--- src/hw/rtl/cbru_pkg.sv ---
`default_nettype none

package cbru_pkg;

    typedef enum logic [1:0] {
        KIND_HEADER    = 2'd0,
        KIND_SAMPLE    = 2'd1,
        KIND_SIZE_ERR  = 2'd2,
        KIND_COUNT_ERR = 2'd3
    } cbru_kind_t;

    // how one queued entry expands into result items
    typedef enum logic [1:0] {
        MODE_SINGLE  = 2'd0,
        MODE_HDR_ERR = 2'd1,
        MODE_PERM    = 2'd2
    } cbru_mode_t;

    localparam logic [3:0] FID_NONE      = 4'd0;
    localparam logic [3:0] FID_TIMESTAMP = 4'd0;
    localparam logic [3:0] FID_COUNT     = 4'd1;
    localparam logic [3:0] FID_NRX       = 4'd2;
    localparam logic [3:0] FID_NTX       = 4'd3;
    localparam logic [3:0] FID_RSSI_A    = 4'd4;
    localparam logic [3:0] FID_NOISE     = 4'd7;
    localparam logic [3:0] FID_AGC       = 4'd8;
    localparam logic [3:0] FID_PERM_0    = 4'd9;
    localparam logic [3:0] FID_RATE      = 4'd12;

    localparam logic [9:0] POS_TIMESTAMP_END = 10'd3;
    localparam logic [9:0] POS_COUNT_END     = 10'd5;
    localparam logic [9:0] POS_NRX           = 10'd8;
    localparam logic [9:0] POS_NTX           = 10'd9;
    localparam logic [9:0] POS_RSSI_A        = 10'd10;
    localparam logic [9:0] POS_RSSI_C        = 10'd12;
    localparam logic [9:0] POS_NOISE         = 10'd13;
    localparam logic [9:0] POS_AGC           = 10'd14;
    localparam logic [9:0] POS_ANT_SEL       = 10'd15;
    localparam logic [9:0] POS_LENGTH_END    = 10'd17;
    localparam logic [9:0] POS_RATE_END      = 10'd19;
    localparam logic [9:0] POS_PAYLOAD       = 10'd20;
    localparam logic [9:0] POS_MAX           = 10'd1023;

    localparam int MAX_TX           = 3;
    localparam int BIT_OFFSET_START = 3;
    localparam int SUB_STEP         = 3;
    localparam int ANT_STEP         = 16;
    localparam int QUEUE_DEPTH      = 4;

    typedef struct packed {
        cbru_kind_t        kind;
        logic [3:0]        field_id;
        logic [31:0]       field_value;
        logic [4:0]        subcarrier;
        logic [1:0]        antenna;
        logic signed [7:0] csi_real;
        logic signed [7:0] csi_imag;
        logic              last;
    } cbru_result_t;

    typedef struct packed {
        cbru_mode_t   mode;
        cbru_result_t res;
    } cbru_entry_t;

    // permutation sum that marks a valid map for a given antenna count
    function automatic logic [3:0] tri_sum(input logic [1:0] rx);
        logic [3:0] s;
        case (rx)
            2'd0:    s = 4'd0;
            2'd1:    s = 4'd1;
            2'd2:    s = 4'd3;
            default: s = 4'd6;
        endcase
        return s;
    endfunction

endpackage

`default_nettype wire

--- src/hw/rtl/cbru_front.sv ---
`default_nettype none

module cbru_front #(
    parameter int SUBCARRIERS = 30,
    parameter int MAX_RX      = 3
) (
    input  wire logic               clk,
    input  wire logic               rst_n,
    input  wire logic [7:0]         data_byte,
    input  wire logic               first_byte,
    input  wire logic               push,
    output logic                    full,
    output logic                    q_push,
    output cbru_pkg::cbru_entry_t   q_entry,
    input  wire logic               q_full
);
    import cbru_pkg::*;

    localparam int SUB_W  = $clog2(SUBCARRIERS + 1);
    localparam int BO_MAX = SUBCARRIERS * (SUB_STEP + ANT_STEP * MAX_RX) + BIT_OFFSET_START;
    localparam int BO_W   = $clog2(BO_MAX + 1);
    localparam int CMP_W  = (BO_W + 1 > 10) ? BO_W + 1 : 10;

    logic [9:0]       pos_reg, pos_next, pos;
    logic [23:0]      sh_reg, sh_next, sh, nsh;
    logic [1:0]       rx_reg, rx_next, rx;
    logic [1:0]       tx_reg, tx_next, tx;
    logic [1:0]       perm_reg [3];
    logic [1:0]       perm_next [3];
    logic [1:0]       perm [3];
    logic             use_reg, use_next, use_p;
    logic [BO_W-1:0]  bo_reg, bo_next, bo;
    logic [SUB_W-1:0] sub_reg, sub_next, sub, sub_inc;
    logic [1:0]       ant_reg, ant_next, ant, ant_inc;
    logic [15:0]      prior_reg, prior_next, prior;
    logic             dead_reg, dead_next;

    logic             accept, live, has_result;
    logic [15:0]      len_v;
    logic [9:0]       p;
    logic [BO_W:0]    bo15;
    logic [3:0]       rshift;
    logic [23:0]      pair;
    logic [3:0]       psum;
    logic [3:0]       rt;
    logic [15:0]      prod;
    logic [6:0]       sub_wide;
    logic [1:0]       slot;

    assign full   = q_full;
    assign accept = push && !q_full;
    assign live   = first_byte || !dead_reg;

    // a first byte restarts the record from cleared state
    always_comb
    begin
        pos   = first_byte ? '0 : pos_reg;
        sh    = first_byte ? '0 : sh_reg;
        rx    = first_byte ? '0 : rx_reg;
        tx    = first_byte ? '0 : tx_reg;
        use_p = first_byte ? 1'b0 : use_reg;
        bo    = first_byte ? BO_W'(BIT_OFFSET_START) : bo_reg;
        sub   = first_byte ? '0 : sub_reg;
        ant   = first_byte ? '0 : ant_reg;
        prior = first_byte ? '0 : prior_reg;
        for (int i = 0; i < 3; i++)
        begin
            perm[i] = first_byte ? 2'd0 : perm_reg[i];
        end
    end

    assign nsh      = {data_byte, sh[23:8]};
    assign len_v    = {data_byte, sh[23:16]};
    assign p        = pos - POS_PAYLOAD;
    assign bo15     = {1'b0, bo} + (BO_W + 1)'(15);
    assign rshift   = {1'b0, bo15[2:0]} + 4'd1;
    assign pair     = nsh >> rshift;
    assign psum     = 4'd3 + {2'b00, data_byte[1:0]} + {2'b00, data_byte[3:2]}
                      + {2'b00, data_byte[5:4]};
    assign rt       = {2'b00, rx} * {2'b00, data_byte[1:0]};
    assign prod     = 16'(SUBCARRIERS) * {8'd0, rt, 4'b0011};
    assign sub_wide = 7'(sub);
    assign ant_inc  = ant + 2'd1;
    assign sub_inc  = sub + SUB_W'(1);

    always_comb
    begin
        case (ant)
            2'd0:    slot = use_p ? perm[0] : 2'd0;
            2'd1:    slot = use_p ? perm[1] : 2'd1;
            2'd2:    slot = use_p ? perm[2] : 2'd2;
            default: slot = 2'd3;
        endcase
    end

    always_comb
    begin
        pos_next   = pos_reg;
        sh_next    = sh_reg;
        rx_next    = rx_reg;
        tx_next    = tx_reg;
        use_next   = use_reg;
        bo_next    = bo_reg;
        sub_next   = sub_reg;
        ant_next   = ant_reg;
        prior_next = prior_reg;
        dead_next  = dead_reg;
        for (int i = 0; i < 3; i++)
        begin
            perm_next[i] = perm_reg[i];
        end

        has_result = 1'b0;
        q_entry    = '0;
        q_entry.mode      = MODE_SINGLE;
        q_entry.res.kind  = KIND_HEADER;

        if (accept && live)
        begin
            pos_next   = (pos < POS_MAX) ? pos + 10'd1 : pos;
            sh_next    = nsh;
            rx_next    = rx;
            tx_next    = tx;
            use_next   = use_p;
            bo_next    = bo;
            sub_next   = sub;
            ant_next   = ant;
            prior_next = prior;
            dead_next  = 1'b0;
            for (int i = 0; i < 3; i++)
            begin
                perm_next[i] = perm[i];
            end

            unique case (pos) inside
                POS_TIMESTAMP_END:
                begin
                    has_result = 1'b1;
                    q_entry.res.field_id    = FID_TIMESTAMP;
                    q_entry.res.field_value = {data_byte, sh};
                end
                POS_COUNT_END:
                begin
                    has_result = 1'b1;
                    q_entry.res.field_id    = FID_COUNT;
                    q_entry.res.field_value = {16'd0, len_v};
                end
                POS_NRX:
                begin
                    has_result = 1'b1;
                    q_entry.res.field_id    = FID_NRX;
                    q_entry.res.field_value = {24'd0, data_byte};
                    if (data_byte == 8'd0 || data_byte > 8'(MAX_RX))
                    begin
                        q_entry.mode = MODE_HDR_ERR;
                        dead_next    = 1'b1;
                    end
                    else
                    begin
                        rx_next = data_byte[1:0];
                    end
                end
                POS_NTX:
                begin
                    has_result = 1'b1;
                    q_entry.res.field_id    = FID_NTX;
                    q_entry.res.field_value = {24'd0, data_byte};
                    if (data_byte == 8'd0 || data_byte > 8'(MAX_TX))
                    begin
                        q_entry.mode = MODE_HDR_ERR;
                        dead_next    = 1'b1;
                    end
                    else
                    begin
                        tx_next    = data_byte[1:0];
                        prior_next = 16'((prod + 16'd7) >> 3);
                    end
                end
                [POS_RSSI_A:POS_RSSI_C]:
                begin
                    has_result = 1'b1;
                    q_entry.res.field_id    = FID_RSSI_A + 4'(pos - POS_RSSI_A);
                    q_entry.res.field_value = {24'd0, data_byte};
                end
                POS_NOISE:
                begin
                    has_result = 1'b1;
                    q_entry.res.field_id    = FID_NOISE;
                    q_entry.res.field_value = {24'd0, data_byte};
                end
                POS_AGC:
                begin
                    has_result = 1'b1;
                    q_entry.res.field_id    = FID_AGC;
                    q_entry.res.field_value = {24'd0, data_byte};
                end
                POS_ANT_SEL:
                begin
                    has_result = 1'b1;
                    q_entry.mode            = MODE_PERM;
                    q_entry.res.field_id    = FID_PERM_0;
                    q_entry.res.field_value = {24'd0, data_byte};
                    for (int i = 0; i < 3; i++)
                    begin
                        perm_next[i] = data_byte[2*i +: 2];
                    end
                    use_next = (psum == tri_sum(rx));
                end
                POS_LENGTH_END:
                begin
                    if (len_v != prior)
                    begin
                        has_result = 1'b1;
                        q_entry.res.kind        = KIND_SIZE_ERR;
                        q_entry.res.field_value = {16'd0, len_v};
                        q_entry.res.last        = 1'b1;
                        dead_next               = 1'b1;
                    end
                end
                POS_RATE_END:
                begin
                    has_result = 1'b1;
                    q_entry.res.field_id    = FID_RATE;
                    q_entry.res.field_value = {16'd0, len_v};
                end
                default:
                begin
                end
            endcase

            // payload: one sample can complete per byte at most
            if (pos >= POS_PAYLOAD && CMP_W'(bo15[BO_W:3]) == CMP_W'(p) && p >= 10'd2)
            begin
                has_result = 1'b1;
                q_entry.res.kind       = KIND_SAMPLE;
                q_entry.res.subcarrier = sub_wide[4:0];
                q_entry.res.antenna    = slot;
                q_entry.res.csi_real   = pair[7:0];
                q_entry.res.csi_imag   = pair[15:8];
                bo_next  = bo + BO_W'(ANT_STEP);
                ant_next = ant_inc;
                if (ant_inc >= rx)
                begin
                    ant_next = 2'd0;
                    sub_next = sub_inc;
                    bo_next  = bo + BO_W'(ANT_STEP + SUB_STEP);
                    if (sub_inc >= SUB_W'(SUBCARRIERS))
                    begin
                        q_entry.res.last = 1'b1;
                        dead_next        = 1'b1;
                    end
                end
            end
        end
    end

    assign q_push = accept && live && has_result;

    always_ff @(posedge clk or negedge rst_n)
    begin
        if (!rst_n)
        begin
            pos_reg   <= '0;
            sh_reg    <= '0;
            rx_reg    <= '0;
            tx_reg    <= '0;
            use_reg   <= 1'b0;
            bo_reg    <= BO_W'(BIT_OFFSET_START);
            sub_reg   <= '0;
            ant_reg   <= '0;
            prior_reg <= '0;
            dead_reg  <= 1'b1;
            for (int i = 0; i < 3; i++)
            begin
                perm_reg[i] <= 2'd0;
            end
        end
        else
        begin
            pos_reg   <= pos_next;
            sh_reg    <= sh_next;
            rx_reg    <= rx_next;
            tx_reg    <= tx_next;
            use_reg   <= use_next;
            bo_reg    <= bo_next;
            sub_reg   <= sub_next;
            ant_reg   <= ant_next;
            prior_reg <= prior_next;
            dead_reg  <= dead_next;
            for (int i = 0; i < 3; i++)
            begin
                perm_reg[i] <= perm_next[i];
            end
        end
    end

`ifndef SYNTH
    a_first_restarts: assert property (@(posedge clk) disable iff (!rst_n)
        (accept && first_byte) |=> pos_reg == 10'd1)
        else $error("first byte did not restart byte position");
    a_sub_bound: assert property (@(posedge clk) disable iff (!rst_n)
        sub_reg <= SUB_W'(SUBCARRIERS))
        else $error("subcarrier index ran past the last subcarrier");
    a_last_kills: assert property (@(posedge clk) disable iff (!rst_n)
        (q_push && q_entry.res.last) |=> dead_reg)
        else $error("record still live after its last item");
`endif

endmodule

`default_nettype wire

--- src/hw/rtl/cbru_queue.sv ---
`default_nettype none

module cbru_queue (
    input  wire logic                  clk,
    input  wire logic                  rst_n,
    input  wire logic                  wr_en,
    input  cbru_pkg::cbru_entry_t      wr_data,
    output logic                       full,
    input  wire logic                  rd_en,
    output logic                       rd_valid,
    output cbru_pkg::cbru_entry_t      rd_data
);
    import cbru_pkg::*;

    localparam int PTR_W = $clog2(QUEUE_DEPTH);
    localparam int CNT_W = $clog2(QUEUE_DEPTH + 1);

    cbru_entry_t      slots_reg [QUEUE_DEPTH];
    logic [PTR_W-1:0] wr_ptr_reg, wr_ptr_next;
    logic [PTR_W-1:0] rd_ptr_reg, rd_ptr_next;
    logic [CNT_W-1:0] count_reg, count_next;
    logic             do_wr, do_rd;

    assign full     = (count_reg == CNT_W'(QUEUE_DEPTH));
    assign rd_valid = (count_reg != '0);
    assign rd_data  = slots_reg[rd_ptr_reg];
    assign do_wr    = wr_en && !full;
    assign do_rd    = rd_en && rd_valid;

    always_comb
    begin
        wr_ptr_next = wr_ptr_reg;
        rd_ptr_next = rd_ptr_reg;
        count_next  = count_reg;
        if (do_wr)
        begin
            wr_ptr_next = (wr_ptr_reg == PTR_W'(QUEUE_DEPTH - 1)) ? '0 : wr_ptr_reg + PTR_W'(1);
        end
        if (do_rd)
        begin
            rd_ptr_next = (rd_ptr_reg == PTR_W'(QUEUE_DEPTH - 1)) ? '0 : rd_ptr_reg + PTR_W'(1);
        end
        if (do_wr && !do_rd)
        begin
            count_next = count_reg + CNT_W'(1);
        end
        else if (do_rd && !do_wr)
        begin
            count_next = count_reg - CNT_W'(1);
        end
    end

    always_ff @(posedge clk)
    begin
        if (do_wr)
        begin
            slots_reg[wr_ptr_reg] <= wr_data;
        end
    end

    always_ff @(posedge clk or negedge rst_n)
    begin
        if (!rst_n)
        begin
            wr_ptr_reg <= '0;
            rd_ptr_reg <= '0;
            count_reg  <= '0;
        end
        else
        begin
            wr_ptr_reg <= wr_ptr_next;
            rd_ptr_reg <= rd_ptr_next;
            count_reg  <= count_next;
        end
    end

`ifndef SYNTH
    a_count_bound: assert property (@(posedge clk) disable iff (!rst_n)
        count_reg <= CNT_W'(QUEUE_DEPTH))
        else $error("queue count above depth");
    a_grow: assert property (@(posedge clk) disable iff (!rst_n)
        (do_wr && !do_rd) |=> count_reg == $past(count_reg) + CNT_W'(1))
        else $error("queue count missed a write");
    a_shrink: assert property (@(posedge clk) disable iff (!rst_n)
        (do_rd && !do_wr) |=> count_reg == $past(count_reg) - CNT_W'(1))
        else $error("queue count missed a read");
`endif

endmodule

`default_nettype wire

--- src/hw/rtl/cbru_back.sv ---
`default_nettype none

module cbru_back (
    input  wire logic                  clk,
    input  wire logic                  rst_n,
    input  wire logic                  head_valid,
    input  cbru_pkg::cbru_entry_t      head,
    output logic                       head_pop,
    input  wire logic                  pop,
    output logic                       empty,
    output cbru_pkg::cbru_result_t     result
);
    import cbru_pkg::*;

    cbru_result_t out_reg, gen;
    logic         out_valid_reg, out_valid_next;
    logic [1:0]   idx_reg, idx_next;
    logic [1:0]   last_idx;
    logic [31:0]  sel_bits;
    logic         load;

    assign empty  = !out_valid_reg;
    assign result = out_reg;
    assign load   = head_valid && (!out_valid_reg || pop);
    assign sel_bits = head.res.field_value >> {idx_reg, 1'b0};

    always_comb
    begin
        gen = head.res;
        case (head.mode)
            MODE_HDR_ERR:
            begin
                last_idx = 2'd1;
                if (idx_reg != 2'd0)
                begin
                    gen.kind     = KIND_COUNT_ERR;
                    gen.field_id = FID_NONE;
                    gen.last     = 1'b1;
                end
            end
            MODE_PERM:
            begin
                // entries are stored as perm minus one
                last_idx         = 2'd2;
                gen.field_id     = FID_PERM_0 + {2'b00, idx_reg};
                gen.field_value  = {29'd0, {1'b0, sel_bits[1:0]} + 3'd1};
            end
            default:
            begin
                last_idx = 2'd0;
            end
        endcase
    end

    assign head_pop = load && (idx_reg == last_idx);

    always_comb
    begin
        idx_next       = idx_reg;
        out_valid_next = out_valid_reg;
        if (load)
        begin
            out_valid_next = 1'b1;
            idx_next       = (idx_reg == last_idx) ? 2'd0 : idx_reg + 2'd1;
        end
        else if (pop)
        begin
            out_valid_next = 1'b0;
        end
    end

    always_ff @(posedge clk)
    begin
        if (load)
        begin
            out_reg <= gen;
        end
    end

    always_ff @(posedge clk or negedge rst_n)
    begin
        if (!rst_n)
        begin
            out_valid_reg <= 1'b0;
            idx_reg       <= 2'd0;
        end
        else
        begin
            out_valid_reg <= out_valid_next;
            idx_reg       <= idx_next;
        end
    end

`ifndef SYNTH
    a_idx_has_head: assert property (@(posedge clk) disable iff (!rst_n)
        idx_reg != 2'd0 |-> head_valid)
        else $error("expansion in progress with no queued entry");
    a_idx_mode: assert property (@(posedge clk) disable iff (!rst_n)
        idx_reg != 2'd0 |-> head.mode != MODE_SINGLE)
        else $error("single entry expanded past its one item");
    a_idx_bound: assert property (@(posedge clk) disable iff (!rst_n)
        idx_reg <= 2'd2)
        else $error("expansion index out of range");
`endif

endmodule

`default_nettype wire

--- src/hw/rtl/csi_bfee_record_unpacker.sv ---
// channel   handshake      payload
// input     push / full    data_byte[7:0], first_byte
// result    pop / empty    kind, field_id, field_value, subcarrier, antenna,
//                          csi_real, csi_imag, last
//
// one byte is taken per cycle while full is low; the front classifies it and queues at most one entry,
// the back expands entries into result items, one per cycle while pop is held, from a 4-entry queue.
// a byte yields up to three items (antenna select gives three, a bad antenna
// count two); the bytes right after these yield none, so with pop high full stays low.
// a result passes through the queue and then the output register before it can be popped;
// holding pop low fills the output register and the queue, and then full stalls the input.
// after reset bytes are ignored until one arrives with first_byte set.
`default_nettype none

module csi_bfee_record_unpacker #(
    parameter int SUBCARRIERS = 30,
    parameter int MAX_RX      = 3
) (
    input  wire logic               clk,
    input  wire logic               rst_n,
    input  wire logic [7:0]         data_byte,
    input  wire logic               first_byte,
    input  wire logic               push,
    output logic                    full,
    output logic [1:0]              kind,
    output logic [3:0]              field_id,
    output logic [31:0]             field_value,
    output logic [4:0]              subcarrier,
    output logic [1:0]              antenna,
    output logic signed [7:0]       csi_real,
    output logic signed [7:0]       csi_imag,
    output logic                    last,
    output logic                    empty,
    input  wire logic               pop
);
    import cbru_pkg::*;

    logic         q_push, q_full, head_valid, head_pop;
    cbru_entry_t  q_entry, head;
    cbru_result_t res;

    cbru_front #(
        .SUBCARRIERS (SUBCARRIERS),
        .MAX_RX      (MAX_RX)
    ) u_front (
        .clk        (clk),
        .rst_n      (rst_n),
        .data_byte  (data_byte),
        .first_byte (first_byte),
        .push       (push),
        .full       (full),
        .q_push     (q_push),
        .q_entry    (q_entry),
        .q_full     (q_full)
    );

    cbru_queue u_queue (
        .clk      (clk),
        .rst_n    (rst_n),
        .wr_en    (q_push),
        .wr_data  (q_entry),
        .full     (q_full),
        .rd_en    (head_pop),
        .rd_valid (head_valid),
        .rd_data  (head)
    );

    cbru_back u_back (
        .clk        (clk),
        .rst_n      (rst_n),
        .head_valid (head_valid),
        .head       (head),
        .head_pop   (head_pop),
        .pop        (pop),
        .empty      (empty),
        .result     (res)
    );

    assign kind        = res.kind;
    assign field_id    = res.field_id;
    assign field_value = res.field_value;
    assign subcarrier  = res.subcarrier;
    assign antenna     = res.antenna;
    assign csi_real    = res.csi_real;
    assign csi_imag    = res.csi_imag;
    assign last        = res.last;

endmodule

`default_nettype wire
--- config.mk ---
export PLATFORM = sky130hd
export DESIGN_NAME = csi_bfee_record_unpacker
export DESIGN_NICKNAME = d
export VERILOG_FILES = /design/src/hw/rtl/cbru_pkg.sv /design/src/hw/rtl/cbru_front.sv /design/src/hw/rtl/cbru_queue.sv /design/src/hw/rtl/cbru_back.sv /design/src/hw/rtl/csi_bfee_record_unpacker.sv
export SDC_FILE = /design/constraint.sdc
export NUM_CORES = 1
export LEC_CHECK = 0
export ABC_CLOCK_PERIOD_IN_PS = 7100
export BUFFER_PORTS_ARGS = -buffer_cell sky130_fd_sc_hd__buf_2
export CORE_ASPECT_RATIO = 1.2
export CORE_UTILIZATION = 40
export DETAILED_ROUTE_END_ITERATION = 8
export SETUP_SLACK_MARGIN = 0.05
export SYNTH_ARGS = -nofsm -noshare
export SYNTH_HDL_FRONTEND = slang
export SYNTH_SLANG_ARGS = --single-unit
--- constraint.sdc ---
create_clock -name clk -period 7.1 [get_ports clk]
set_input_delay 0.71 -clock clk [delete_from_list [all_inputs] [get_ports clk]]
set_output_delay 0.71 -clock clk [all_outputs]
set_load 0.02 [all_outputs]
After elaboration in Yosys (flattened, before gate mapping)
Memory sizes are Yosys's and may differ from the RTL's.
Cells that the tools add are included.
{"block": "totals", "elab_cells": 182, "romBits": 0, "output_inout_bits": 64, "n_memories": 1, "mem_bits_rw": 256, "inputBits": 13, "reg_bits": 150, "latchBits": 0}
{"name": "u_queue.slots_reg", "depth": 4, "width": 64, "rd": 1, "rd_clocked_by_memory_dff": 0, "wr": 1, "line_no": "cbru_queue.sv:18", "rtl": "cbru_entry_t slots_reg [QUEUE_DEPTH];"}
{"block": "classes", "n_bitwise": 0, "n_div": 0, "eq_ne": 22, "shifts": 2, "n_lt_le_gt_ge": 8, "addsub": 21, "mux": 69, "n_mul": 2, "reduce_logical": 31}
{"op": "$pmux W32 S4", "count": 1}
{"op": "$mux W16", "count": 4}
{"op": "$mux W64", "count": 1}
{"op": "$eq A10 B4 Y1 const B", "count": 5}
{"op": "$mux W24", "count": 2}
{"op": "$mux W2", "count": 19}
{"op": "$mux W11", "count": 3}
{"op": "$pmux W4 S8", "count": 1}
{"op": "$shr A32 B3 Y2", "count": 1}
{"op": "$shr A24 B4 Y16", "count": 1}
{"op": "$add A11 B5 Y11 const B", "count": 2}
{"op": "$eq A10 B5 Y1 const B", "count": 2}
{"op": "$mux W10", "count": 2}
{"op": "$mux W1", "count": 19}
{"op": "$ne A16 B16 Y1", "count": 1}
{"op": "$mux W5", "count": 3}
{"op": "$add A13 B3 Y14 const B", "count": 1}
{"op": "$add A11 B4 Y12 const B", "count": 1}
{"op": "$logic_and A1 B1 Y1", "count": 12}
{"op": "$mul A4 B8 Y12 const A", "count": 1}
{"op": "$mux W6", "count": 2}
{"op": "$add A10 B1 Y10 const B", "count": 1}
{"op": "$eq A10 B2 Y1 const B", "count": 1}
{"op": "$eq A10 B3 Y1 const B", "count": 1}
{"op": "43 further kinds", "count": 68}

Logic depth before layout (Yosys ltp)
{"block": "depth", "ltp_word": 13, "mapped_depth": 22, "depth_no_buf": 18}

Modules after synthesis
A second synthesis with hierarchy kept.
{"block": "hier_totals", "hier_cells": 1408, "hier_area_um2": 19205.9}
{"mod": "cbru_queue", "seq_area_each_um2": 7862.5, "instances": 1, "area_per_inst_um2": 9670.5, "cells_per_inst": 371}
{"mod": "cbru_front", "seq_area_each_um2": 1955.6, "instances": 1, "area_per_inst_um2": 6994.2, "cells_per_inst": 889}
{"mod": "cbru_back", "seq_area_each_um2": 1936.9, "instances": 1, "area_per_inst_um2": 2541.2, "cells_per_inst": 148}

Worst setup path before layout
No wires, ideal clock.
{"block": "synth_path", "path_type": "input-to-reg", "from": "input port first_byte", "to": "memory u_queue.slots_reg[0][0] in the netlist's numbering (enable)", "stages": 15, "slack_ns": 1.246, "n_path_buf": 7, "t_required_ns": 6.671, "arrival_time_ns": 5.426, "setup_time_ns": 0.429, "cell_sequence": "clkbuf_1 -> clkbuf_1 -> buf_2 -> buf_1 -> clkbuf_1 -> clkbuf_1 -> nor2_1 -> ha_1 -> clkbuf_1 -> a21oi_1 -> nand4_1 -> a211oi_2 -> o311ai_4 -> o22ai_4 -> and2_1"}
{"block": "synth_via", "elab_chain_len": 11, "word_cells_on_any_way": 35, "cone_classes": "add/sub: 2; order compare: 4; eq/ne: 11; mux: 10; reduce/logical: 8"}
{"item": "start: declaration", "line_no": "csi_bfee_record_unpacker.sv:22", "rtl": "input wire logic first_byte,"}
{"item": "parallel branches: the longest is 7 deep, another holds $sub A10 B5 Y10"}
{"item": "$logic_and A1 B1 Y1 *", "line_no": "cbru_front.sv:257", "rtl": "assign q_push = accept && live && has_result;"}
{"item": "$logic_and A1 B1 Y1 *", "line_no": "cbru_queue.sv:27", "rtl": "assign do_wr = wr_en && !full;"}
{"item": "net u_queue.do_wr", "line_no": "cbru_queue.sv:22", "rtl": "logic do_wr, do_rd;"}
{"item": "$mux W1 *", "line_no": "cbru_queue.sv:55", "rtl": "if (do_wr)"}
{"item": "$mux W1 (not written as such) *", "line_no": "cbru_queue.sv:57", "rtl": "slots_reg[wr_ptr_reg] <= wr_data;"}
{"item": "end: declaration", "line_no": "cbru_queue.sv:18"}
Mark *: on every way through the listed nets, which the timed path passes.

Final worst setup path
{"block": "layout_path", "from": "input port first_byte", "to": "memory u_queue.slots_reg[0][36] in the netlist's numbering (enable)"}
Same word-level chain as after synthesis.

==> flow_summary.toml <==
[status]
outcome = "complete, no violations"

[layout]
multi_input_area_um2 = 6830
fillCellCount = 4116
fin_cells = 2118
largest_reg_flops = 256
drive_gt1_share_pct = 18.8
fin_nets = 1528
finish.utilization_pct = 46.0
n_antenna_cell = 0
register_area_um2 = 11800
stdcell_area_um2 = 21700
syn2layout_area_growth_pct = 13.2

[power]
leakage_nw = 8.28
power_mw = 7.26
p_per_area_nw_per_um2 = 335
irDropWorstVdd_mv = 0.198

[synth]
synth-main-ff-cell = "edfxtp_1"
synthCells = 1404
synth_edf_count = 318
syn-cell-area_um2 = 19100
syn_nets = 1470
syn_avg_cell_area_um2 = 13.6
synthArstFlopShare_pct = 21.7
synth_cell_type_count = 77
ys_warn_count = 0
yosysSeqAreaShare_pct = 61.4
ys_ff_latch = 406

[routing]
drtPass1Iterations = 5
routedWlPerCell_um = 20.9
wirelength_mm = 44.2
vias = 11600
drc_errors = 0
postRouteAntennaNets = 0
avgViaCountPerCell = 5.48
drt_iter0_drc = 810

[timing]
timing.fmax_ghz = 0.209
finalSetupTns_ns = 0
slew_headroom_pct = 24.7
skew_ns = 0.0166
setup_viol = 0
final-hold-violation-count = 0
worst_pin_slew_ns = 1.12
hold_ws_ns = 0.356
min_period_over_period_pct = 67.5
slew_violations = 0
min_period_ns = 4.79
rsz0062_at_grt = "false"
setup_slack_ns = 2.31

[critical_path]
startpoint_type = "input port"
cp.arrival_ns = 5.01
rrSetupSlack_ns = 2.34
critical_path_class = "in -> reg"
crit_path_end_kind = "flip-flop"
crit_required_ns = 7.32
crit_fanout = 32

[floorplan]
io_pins = 77
initial_core_util_pct = 40.6
dieArea_um2 = 48700
die_x_um = 202
coreArea_um2 = 47100
num_rows = 87
die_y_um = 242

[place]
place_area_um2 = 20200
gp_congestion = 0.864
place_ws_ns = 1.72
io_buffers = 76
place_inst = 2041
place_hpwl_mm = 29.8

[grt]
antenna_found_initial = 1
grt_max_degree = 79
grt_overflow_total = 0
first_global_vias = 11600
grt_pass1_wl_mm = 69.0
track_usage_pct = 18.4

[clocking]
cts_tree = "built"
clockBufferDepth = 3
htreeDepth = 2
clk_latency_ns = 0.55
cts_made_buffers = 41
cts_num_sinks = 406
cts.clk_slew.worst_paths_ns = 0.07
cts_resized = 0
clockRootBuffer = "clkbuf_16"

[hold_path]
min_path_type = "in -> reg"

[job]
cap_violations = 0
==> synth_stat cells, types with 15 or more instances <==
cell type | n | area, µm²
nor2b_1 | 40 | 250
edfxtp_1 | 318 | 9550
inv_1 | 62 | 233
ha_1 | 46 | 576
a21oi_1 | 49 | 245
nand3_1 | 27 | 135
xnor2_1 | 33 | 289
xor2_1 | 22 | 193
o21ai_0 | 66 | 330
nor2_1 | 69 | 259
a211oi_1 | 15 | 113
dfrtp_1 | 85 | 2130
mux2i_1 | 17 | 170
clkbuf_1 | 58 | 218
and2_1 | 18 | 113
nand2_1 | 110 | 413
nor3_1 | 32 | 160
mux4_2 | 72 | 1620
and3_1 | 27 | 169
==> kinds of logic (layout without fill, tap and decap cells) <==
group	count (synthesis)	count (layout)	share of synthesized area, %
and+or+nand+nor	398	398	10.7
xor gates and xnor gates	57	57	2.75
muxes	100	100	10.0
adders and majority gates	53	53	3.74
buffers and inverters	150	241	3.05
AOI/OAI and AO/OA	240	240	8.29
DFF	406	406	61.4
==> where the power goes <==
group / internal, mW / leakage (nW) / total, mW / switching [mW]
logic: 0.733 / 3.22 / 1.72 / 0.982
clock network: 1.44 / 0.715 / 2.36 / 0.916
registers: 2.92 / 4.34 / 3.19 / 0.267
total: 5.10 / 8.28 / 7.26 / 2.17
==> final cells by class <==
type	instances	share of cell area, %
clock inverters	22	1.58
repair buffers	102	2.68
clock buffers	54	5.29
flip-flops and latches	406	54.3
inverters	63	1.09
multi-input cells	848	31.5
well taps	623	3.60
==> routing by layer <==
metal,global-route usage [%],part of all wire [%]
met1,24.2,43
met2,31.6,50
met3,2.14,4.1
met4,5.84,2.9
met5,0,0.029
==> repair_timing <==
item	in CTS	in global routing
hold buffers	1	0
endpoints found under the hold margin	6	0
setup buffers	0	0
==> path summary, 6_finish.rpt <==
kind	start	to	cells past startpoint
worst max-delay path	first_byte	u_queue.slots_reg[0][36]	12
worst min-delay path	pop	u_back.out_valid_reg	2
worst max register to register	u_front.bo_reg[0]	u_queue.slots_reg[0][36]	9
worst min register to register	u_front.sh_reg[3]	u_front.sh_reg[3]	2
max in group asynchronous	rst_n	u_front.prior_reg[8]	3
min in group asynchronous	rst_n	u_back.out_valid_reg	2
==> critical path, stage by stage <==
cell      delay [ns]
buf_2           0.25
buf_4           0.28
nor2_1          0.55
ha_1            0.50
nor3b_1         0.28
xnor2_1         0.14
and4_1          0.23
and4_4          0.25
o311ai_4        0.20
o22ai_4         0.34
and2_2          0.79
buf_4           0.42
==> cells in the final DEF (no fill, tap or decap), types with 43 or more instances in the layout <==
cell       count
nand2_1      110
inv_1         62
edfxtp_1     318
mux4_2        72
ha_1          46
clkbuf_16     43
a21oi_1       48
buf_2         75
nor2_1        68
dfrtp_1       83
o21ai_0       66
Note: power is estimated with default switching activity, not from simulation.
